[config.mk]
export PLATFORM = sky130hd
export DESIGN_NAME = mts_addr
export DESIGN_NICKNAME = d
export VERILOG_FILES = /design/src/rtl/mts_pkg.sv /design/src/rtl/mts_addr.sv
export SDC_FILE = /design/constraint.sdc
export NUM_CORES = 2
export LEC_CHECK = 0
export BUFFER_PORTS_ARGS = -buffer_cell sky130_fd_sc_hd__buf_2
export CAP_MARGIN = 20
export CORE_MARGIN = 2
export CORE_UTILIZATION = 49
export DETAILED_ROUTE_END_ITERATION = 7
export PLACE_DENSITY = 0.71
export SLEW_MARGIN = 20
export SYNTH_ARGS = -nofsm -noshare
export SYNTH_HDL_FRONTEND = slang
export SYNTH_SLANG_ARGS = --single-unit
[constraint.sdc]
create_clock -name clk -period 17.18 [get_ports clk]
set_input_delay 3.436 -clock clk [delete_from_list [all_inputs] [get_ports clk]]
set_output_delay 3.436 -clock clk [all_outputs]
set_load 0.02 [all_outputs]
[src/rtl/mts_pkg.sv]
// Shared types, constants and helpers of the mipmap texture sampler.
`default_nettype none
package mts_pkg;

    localparam int MAX_LEVELS      = 9;
    localparam int STORE_DEPTH     = 131072;
    localparam int ADDR_W          = $clog2(STORE_DEPTH);
    localparam int COORD_FRAC_BITS = 16;
    localparam int COORD_W         = COORD_FRAC_BITS + 1;
    localparam int SIZE_W          = 9;
    localparam int POS_W           = 8;
    localparam int LVL_W           = $clog2(MAX_LEVELS + 1);
    localparam int LIDX_W          = (MAX_LEVELS > 1) ? $clog2(MAX_LEVELS) : 1;
    localparam int WT_W            = 9;
    localparam int WXY_W           = 2 * WT_W - 1;
    localparam int TW_W            = WXY_W + WT_W - 1;
    localparam int RGB_W           = 24;
    localparam int TAPS            = 8;
    localparam int LOD_LAT         = 13;
    localparam int ADDR_LAT        = 3;
    localparam int IN_ADDR_W       = 17;

    localparam logic [1:0] CFG_BASE_WIDTH  = 2'd0;
    localparam logic [1:0] CFG_BASE_HEIGHT = 2'd1;
    localparam logic [1:0] CFG_LEVEL_COUNT = 2'd2;

    localparam logic [1:0] LMODE_ZERO    = 2'd0;
    localparam logic [1:0] LMODE_NEAREST = 2'd1;
    localparam logic [1:0] LMODE_LINEAR  = 2'd2;
    localparam logic [1:0] LMODE_BLACK   = 2'd3;

    localparam logic FUNC_WRITE  = 1'b0;
    localparam logic FUNC_SAMPLE = 1'b1;

    typedef struct packed {
        logic [LIDX_W-1:0] lv_a;
        logic [LIDX_W-1:0] lv_b;
        logic [WT_W-1:0]   lw_a;
        logic [WT_W-1:0]   lw_b;
    } lvl_sel_t;

    typedef struct packed {
        logic               func;
        logic [COORD_W-1:0] u;
        logic [COORD_W-1:0] v;
        logic               bilin;
        logic [1:0]         mode;
        logic [ADDR_W-1:0]  addr;
        logic [RGB_W-1:0]   rgb;
    } side_t;

    function automatic logic [SIZE_W-1:0] eff_size(logic [SIZE_W-1:0] s);
        return (s == '0) ? SIZE_W'(1) : s;
    endfunction

    function automatic logic [SIZE_W-1:0] dim_at(logic [SIZE_W-1:0] s,
                                                 logic [LIDX_W-1:0] lvl);
        logic [SIZE_W-1:0] d;
        d = eff_size(s) >> lvl;
        return (d == '0) ? SIZE_W'(1) : d;
    endfunction

endpackage
`default_nettype wire

[src/rtl/mts_addr.sv]
// Texel address and weight pipeline for the two selected levels.
`default_nettype none
module mts_addr
    import mts_pkg::*;
(
    input  logic               clk,
    input  logic               en,
    input  lvl_sel_t           sel,
    input  logic [COORD_W-1:0] u,
    input  logic [COORD_W-1:0] v,
    input  logic               bilin,
    input  logic [SIZE_W-1:0]  base_width,
    input  logic [SIZE_W-1:0]  base_height,
    output logic [ADDR_W-1:0]  tap_addr [TAPS],
    output logic [WXY_W-1:0]   tap_wxy  [TAPS],
    output logic [WT_W-1:0]    lw       [2]
);

    localparam int TX_W = COORD_W + POS_W;
    localparam int PR_W = 2 * SIZE_W - 1;
    localparam logic [TX_W-1:0] HALF = TX_W'(1) << (COORD_FRAC_BITS - 1);

    logic [PR_W-1:0] prod_reg [MAX_LEVELS];

    always_ff @(posedge clk)
    begin
        for (int k = 0; k < MAX_LEVELS; k++)
        begin
            prod_reg[k] <= PR_W'(dim_at(base_width, LIDX_W'(k)) *
                                 dim_at(base_height, LIDX_W'(k)));
        end
    end

    // stage one
    logic [TX_W-1:0]   tx_reg [2], ty_reg [2];
    logic [SIZE_W-1:0] w1_reg [2], h1_reg [2];
    logic [ADDR_W-1:0] b1_reg [2];
    logic [WT_W-1:0]   l1_reg [2];
    logic              bil1_reg;

    logic [LIDX_W-1:0] lv    [2];
    logic [SIZE_W-1:0] wd    [2], hd [2];
    logic [ADDR_W-1:0] lbase [2];

    always_comb
    begin
        lv[0] = sel.lv_a;
        lv[1] = sel.lv_b;
        for (int k = 0; k < 2; k++)
        begin
            wd[k]    = dim_at(base_width, lv[k]);
            hd[k]    = dim_at(base_height, lv[k]);
            lbase[k] = '0;
            for (int j = 0; j < MAX_LEVELS; j++)
            begin
                if (LIDX_W'(j) < lv[k])
                begin
                    lbase[k] = lbase[k] + ADDR_W'(prod_reg[j]);
                end
            end
        end
    end

    // stage two
    logic [POS_W-1:0]  x_reg [2][2], y_reg [2][2];
    logic [WT_W-1:0]   wx_reg [2][2], wy_reg [2][2];
    logic [SIZE_W-1:0] w2_reg [2];
    logic [ADDR_W-1:0] b2_reg [2];
    logic [WT_W-1:0]   l2_reg [2];

    logic [POS_W-1:0]  xs [2][2], ys [2][2];
    logic [WT_W-1:0]   wxs [2][2], wys [2][2];
    logic [TX_W-1:0]   rx, ry;
    logic [POS_W-1:0]  s, t;

    always_comb
    begin
        for (int k = 0; k < 2; k++)
        begin
            rx = (tx_reg[k] + HALF) >> COORD_FRAC_BITS;
            ry = (ty_reg[k] + HALF) >> COORD_FRAC_BITS;
            s  = tx_reg[k][COORD_FRAC_BITS-1 -: POS_W];
            t  = ty_reg[k][COORD_FRAC_BITS-1 -: POS_W];
            if (!bil1_reg)
            begin
                xs[k][0] = POS_W'(rx);
                xs[k][1] = POS_W'(rx);
                ys[k][0] = POS_W'(ry);
                ys[k][1] = POS_W'(ry);
                wxs[k][0] = WT_W'(256);
                wxs[k][1] = '0;
                wys[k][0] = WT_W'(256);
                wys[k][1] = '0;
            end
            else
            begin
                xs[k][0] = tx_reg[k][COORD_FRAC_BITS +: POS_W];
                ys[k][0] = ty_reg[k][COORD_FRAC_BITS +: POS_W];
                xs[k][1] = (SIZE_W'(xs[k][0]) + SIZE_W'(1) < w1_reg[k]) ?
                           xs[k][0] + POS_W'(1) : POS_W'(w1_reg[k] - SIZE_W'(1));
                ys[k][1] = (SIZE_W'(ys[k][0]) + SIZE_W'(1) < h1_reg[k]) ?
                           ys[k][0] + POS_W'(1) : POS_W'(h1_reg[k] - SIZE_W'(1));
                wxs[k][0] = WT_W'(256) - WT_W'(s);
                wxs[k][1] = WT_W'(s);
                wys[k][0] = WT_W'(256) - WT_W'(t);
                wys[k][1] = WT_W'(t);
            end
        end
    end

    // stage three
    logic [ADDR_W-1:0] addr_reg [TAPS];
    logic [WXY_W-1:0]  wxy_reg  [TAPS];
    logic [WT_W-1:0]   l3_reg   [2];

    always_ff @(posedge clk)
    begin
        if (en)
        begin
            bil1_reg <= bilin;
            for (int k = 0; k < 2; k++)
            begin
                tx_reg[k] <= TX_W'(u * POS_W'(wd[k] - SIZE_W'(1)));
                ty_reg[k] <= TX_W'(v * POS_W'(hd[k] - SIZE_W'(1)));
                w1_reg[k] <= wd[k];
                h1_reg[k] <= hd[k];
                b1_reg[k] <= lbase[k];
                w2_reg[k] <= w1_reg[k];
                b2_reg[k] <= b1_reg[k];
                l2_reg[k] <= l1_reg[k];
                l3_reg[k] <= l2_reg[k];
                for (int i = 0; i < 2; i++)
                begin
                    x_reg[k][i]  <= xs[k][i];
                    y_reg[k][i]  <= ys[k][i];
                    wx_reg[k][i] <= wxs[k][i];
                    wy_reg[k][i] <= wys[k][i];
                end
                for (int j = 0; j < 2; j++)
                begin
                    for (int i = 0; i < 2; i++)
                    begin
                        addr_reg[k*4 + j*2 + i] <= b2_reg[k] +
                            ADDR_W'(y_reg[k][j] * w2_reg[k]) + ADDR_W'(x_reg[k][i]);
                        wxy_reg[k*4 + j*2 + i] <= WXY_W'(wx_reg[k][i] * wy_reg[k][j]);
                    end
                end
            end
            l1_reg[0] <= sel.lw_a;
            l1_reg[1] <= sel.lw_b;
        end
    end

    assign tap_addr = addr_reg;
    assign tap_wxy  = wxy_reg;
    assign lw       = l3_reg;

endmodule
`default_nettype wire

* Word-level counts from Yosys, hierarchy flattened *
Memories as Yosys holds them, arrays and structs flattened. A register that Yosys moved wholly into a read port is not among the register bits.
Index checks and enable logic that the tools add are counted.

word-level totals
  bits of input ports = 81
  RAM bits = 547
  output and inout bits = 290
  word-level logic and storage cells = 214
  bits in registers = 273
  memories = 14

operators by class
  order comparisons = 22
  $mul = 25
  shifts and indexed selects = 4
  multiplexer cells = 56
  reduce and logical (&&, ||, !) cells = 24
  add/sub/neg operators = 52

memory list
  name         words  width  rd ports  clocked after memory_dff  write ports  line            RTL
  prod_reg     9      17     9         0                         9            mts_addr.sv:23  logic [PR_W-1:0] prod_reg [MAX_LEVELS];
  tx_reg       2      25     2         0                         2            mts_addr.sv:35  logic [TX_W-1:0] tx_reg [2], ty_reg [2];
  ty_reg       2      25     2         0                         2            mts_addr.sv:35
  wx_reg       2      18     2         0                         2            mts_addr.sv:66  logic [WT_W-1:0] wx_reg [2][2], wy_reg [2][2];
  wy_reg       2      18     2         0                         2            mts_addr.sv:66
  b1_reg       2      17     2         0                         2            mts_addr.sv:37  logic [ADDR_W-1:0] b1_reg [2];
  +8 memories  --     --     --        --                        --           --

operators with widths
  cell                    count
  $add 17x17->17          20
  $mux 17                 18
  $logic_not 9->1         24
  $mul 9x9->17            9
  $add 17x8->17           8
  $mul 17x8->25           4
  $add 24x16->24 const B  4
  $mux 18                 4
  $mux 9                  8
  $mul 8x9->17            4
  $mux 16                 4
  $sub 8x1->8 const B     8
  $mux 8                  6
  $add 8x1->9 const B     4
  $lt 9x9->1              4
  $shr 9x4->9             4
  $sub 9x8->9 const A     4
  $add 8x1->8 const B     4
  $lt 3x4->1 const A      8
  $lt 1x4->1 const A      4
  $lt 2x4->1 const A      4
  $mul 8x8->16            1
  $mul 7x7->14            1
  $mux 7                  2
  13 further kinds        22

* Longest topological paths before layout *
  word-level depth = 18
  depth in mapped cells = 53
  depth with buffers taken out = 52

* Least setup slack after synthesis *
No wires, ideal clock.

  path kind = input port to flip-flop
  from = input port sel[18] in the netlist's numbering
  to = memory b1_reg[0][32] in the netlist's numbering, data pin
  path slack = 3.880 ns
  stages on the path = 51
  required time = 16.918 ns
  data arrival time = 13.038 ns
  path buffers = 1
  path through = or4_4 -> buf_6 -> and2_1 -> ha_1 -> inv_1 -> fa_1 -> a21oi_1 -> inv_1 -> fa_1 -> nand2b_1 -> nand2b_1 -> a21oi_1 -> xnor2_1 -> a22o_1 -> a22oi_1 -> nand2_1 -> ha_1 -> o21a_1 -> (+15 left out) -> a2111o_1 -> nor2_1 -> a21oi_1 -> ha_1 -> nand2_1 -> a211oi_1 -> a21oi_1 -> a31oi_1 -> o21ai_1 -> nor4_1 -> o211ai_1 -> a21oi_1 -> xnor2_1 -> nand4_1 -> or2_1 -> or3_4 -> a211oi_2 -> xnor2_1

RTL lines
  what         line            RTL
  from (decl)  mts_addr.sv:8   input lvl_sel_t sel,
  to (decl)    mts_addr.sv:37

==> reports/metrics.cfg <==
[route]
vias=67800
wl_per_cell_um=20.0
final_antenna_net_count=0
drt_iter0_drc=4967
vias_per_cell=5.48
remaining_drc_errors=0
first_pass_iters=7
wl_um=248000

[setup_path]
slowest_stage=or4_4
cp.required_ns=17.65
worstReg2RegStart=prod_reg[0][1]
cpPeakStageDelay_ns=0.70
path_class=input port to flop
cp-startpoint=sel[20]
cp-end-kind=flop
arrival_ns=14.83
critPathLaunchType=input port
worst-path-max-fanout=30

[timing]
min_period_over_period_pct=83.6
max_freq_ghz=0.0696
worst_slew_pin_slew_ns=1.15
setup_viol=0
rsz0062_at_grt=false
period_minus_slack_ns=14.37
finalHoldViolations=0
fin_tns_setup_ns=0
slew_violations=0
finClkSkew_ns=0.0414
max-slew-margin-rel_pct=22.5

[floorplan]
die_y_um=437
ioPinCount=371
die_area_um2=191000
core_um2=186000
start_util_pct=49.4
rows=158
die_width_um=437

[clocking]
cts_setup_buffers=0
numCtsBuffers=82
post_cts_resized=0
cts.clk_slew.worst_paths_ns=0.06
cts_hold_buffers=0
numClockSinks=722
clk_latency_ns=0.74
cts_root_buffer=clkbuf_16
clockBufferDepth=3
h-tree-depth=3
cts_tree=done

[grt]
grt_pass1_wl_um=390000
grtUsageTotal_pct=26.1
grt_max_degree=168
globalRouteOverflowTotal=0
grt_pass1_vias=69600
antenna_found_initial=54

[synthesis]
syn_area_um2=91700
syn_inst=9599
synth.ff_latch_count=722
yosysWarnings=0
synth.avg_cell_area_um2=9.55
synth.distinct_cells=118
synth-edff-count=635
async_reset_ff_share_pct=0
ys.flop_type=edfxtp_1
ys_seq_area_share_pct=22.7

[final_layout]
fin_util_pct=53.2
largest_register_ff_count=136
final_nets=12000
syn_to_final_growth_pct=7.67
drive_above_1_share_pct=7.18

[place]
gp_congestion=0.985
io_buffers=370
dpl.hpwl_um=198000

[min_path]
holdCritStartpoint=b1_reg[0][4]
hold_path_class=flop to flop

[flow_run]
maxCapViolCount=0

[outcome]
status=finished clean

synthesized netlist by cell type, types with 16 or more instances:
| cell | n | share of area (%) |
|---|---|---|
| nor2b_1 | 232 | 1.6 |
| nor3b_1 | 16 | 0.13 |
| o211ai_1 | 30 | 0.25 |
| a21o_1 | 94 | 0.77 |
| edfxtp_1 | 635 | 21 |
| xor2_1 | 232 | 2.2 |
| inv_1 | 1646 | 6.7 |
| mux2_2 | 33 | 0.41 |
| fa_1 | 1082 | 24 |
| dfxtp_1 | 87 | 1.9 |
| or3_1 | 32 | 0.22 |
| buf_1 | 19 | 0.078 |
| mux2i_1 | 33 | 0.36 |
| nand3_1 | 67 | 0.37 |
| o21ai_0 | 244 | 1.3 |
| nor2_1 | 406 | 1.7 |
| nor4_1 | 20 | 0.14 |
| o21a_1 | 56 | 0.46 |
| or2_2 | 28 | 0.19 |
| o21bai_1 | 118 | 0.97 |
| o31ai_1 | 22 | 0.18 |
| mux4_2 | 17 | 0.42 |
| nand2_1 | 1057 | 4.3 |
| a211oi_1 | 33 | 0.27 |
| and3_1 | 30 | 0.20 |
| a31oi_1 | 26 | 0.18 |
| nor3_1 | 82 | 0.45 |
| xnor2_1 | 450 | 4.3 |
| a21oi_1 | 420 | 2.3 |
| and2_1 | 570 | 3.9 |
| clkbuf_1 | 294 | 1.2 |
| ha_1 | 1030 | 14 |
| nand4_1 | 26 | 0.18 |
| nand2b_1 | 128 | 0.87 |
worst max-delay path, delay by kind of cell:
| kind | cells | cell delay [ns] |
|---|---|---|
| AO/OA/AOI/OAI | 24 | 4.52 |
| AND/OR/NAND/NOR | 13 | 3.11 |
| XOR/XNOR | 3 | 0.45 |
| adder cells (fa/ha/maj) | 8 | 2.80 |
| buffers and inverters | 3 | 0.47 |
area by class of cell:
cell class,count,area (um2)
repair buffers,445,2450
diodes,28,70.1
inverters,1651,6200
clock inverters,54,584
flip-flops and latches,722,20800
fillers,16500,86900
multi-input cells,6888,63400
well taps,2480,3100
clock buffers,96,2140
placed cells by master (no fill, tap or decap), types with 94 or more instances in the layout:
master and n:
inv_1 1645, fa_1 1082, nand2_1 1057, ha_1 1030
edfxtp_1 635, and2_1 570, xnor2_1 446, a21oi_1 420
nor2_1 405, buf_2 369, o21ai_0 243, nor2b_1 232
xor2_1 232, nand2b_1 128, o21bai_1 118, a21o_1 94
cell families (layout without fill, tap and decap cells):
kind of cell    after synthesis  after routing  share of synthesized area [%]
buf+inv                    1990           2246                           8.23
compound gates             1241           1241                           8.65
xor+xnor                    687            687                           6.63
flops                       722            722                           22.7
fa+ha+maj                  2114           2114                           37.7
simple gates               2761           2761                           14.9
mux                          83             83                           1.18
other cells                   1             30                        0.00409
through the flow:
step / area [um2] / std cells / hold WS, ns / worst slack [ns]
global placement: 95900 / 12200 / 0.400 / 2.33
floorplan: 91700 / 9600 / 0.400 / 3.88
global route: 98700 / 12400 / 0.412 / 2.14
finish: 98700 / 12400 / 0.404 / 2.81
detailed placement: 95900 / 12200 / 0.405 / 2.14
CTS: 98600 / 12300 / 0.404 / 2.94
final timing paths:
check                   to  slack [ns]  cells past startpoint
max          b1_reg[0][32]        2.81                     51
min           b2_reg[0][4]        0.40                      0
max reg2reg  b1_reg[0][32]        6.18                     49
min reg2reg   b2_reg[0][4]        0.40                      0
metal layers:
layer  global-route usage, %  vias up  share of wire, %
met5                       0        -             0.075
met2                    42.8     2240                47
li1                        -    31300                 -
met4                    10.9       28               4.4
met1                    34.5    33700                42
met3                    3.70      496               6.6
Power is not shown: default switching activity piles up to over one toggle a cycle in this logic, so the estimate is an artifact.
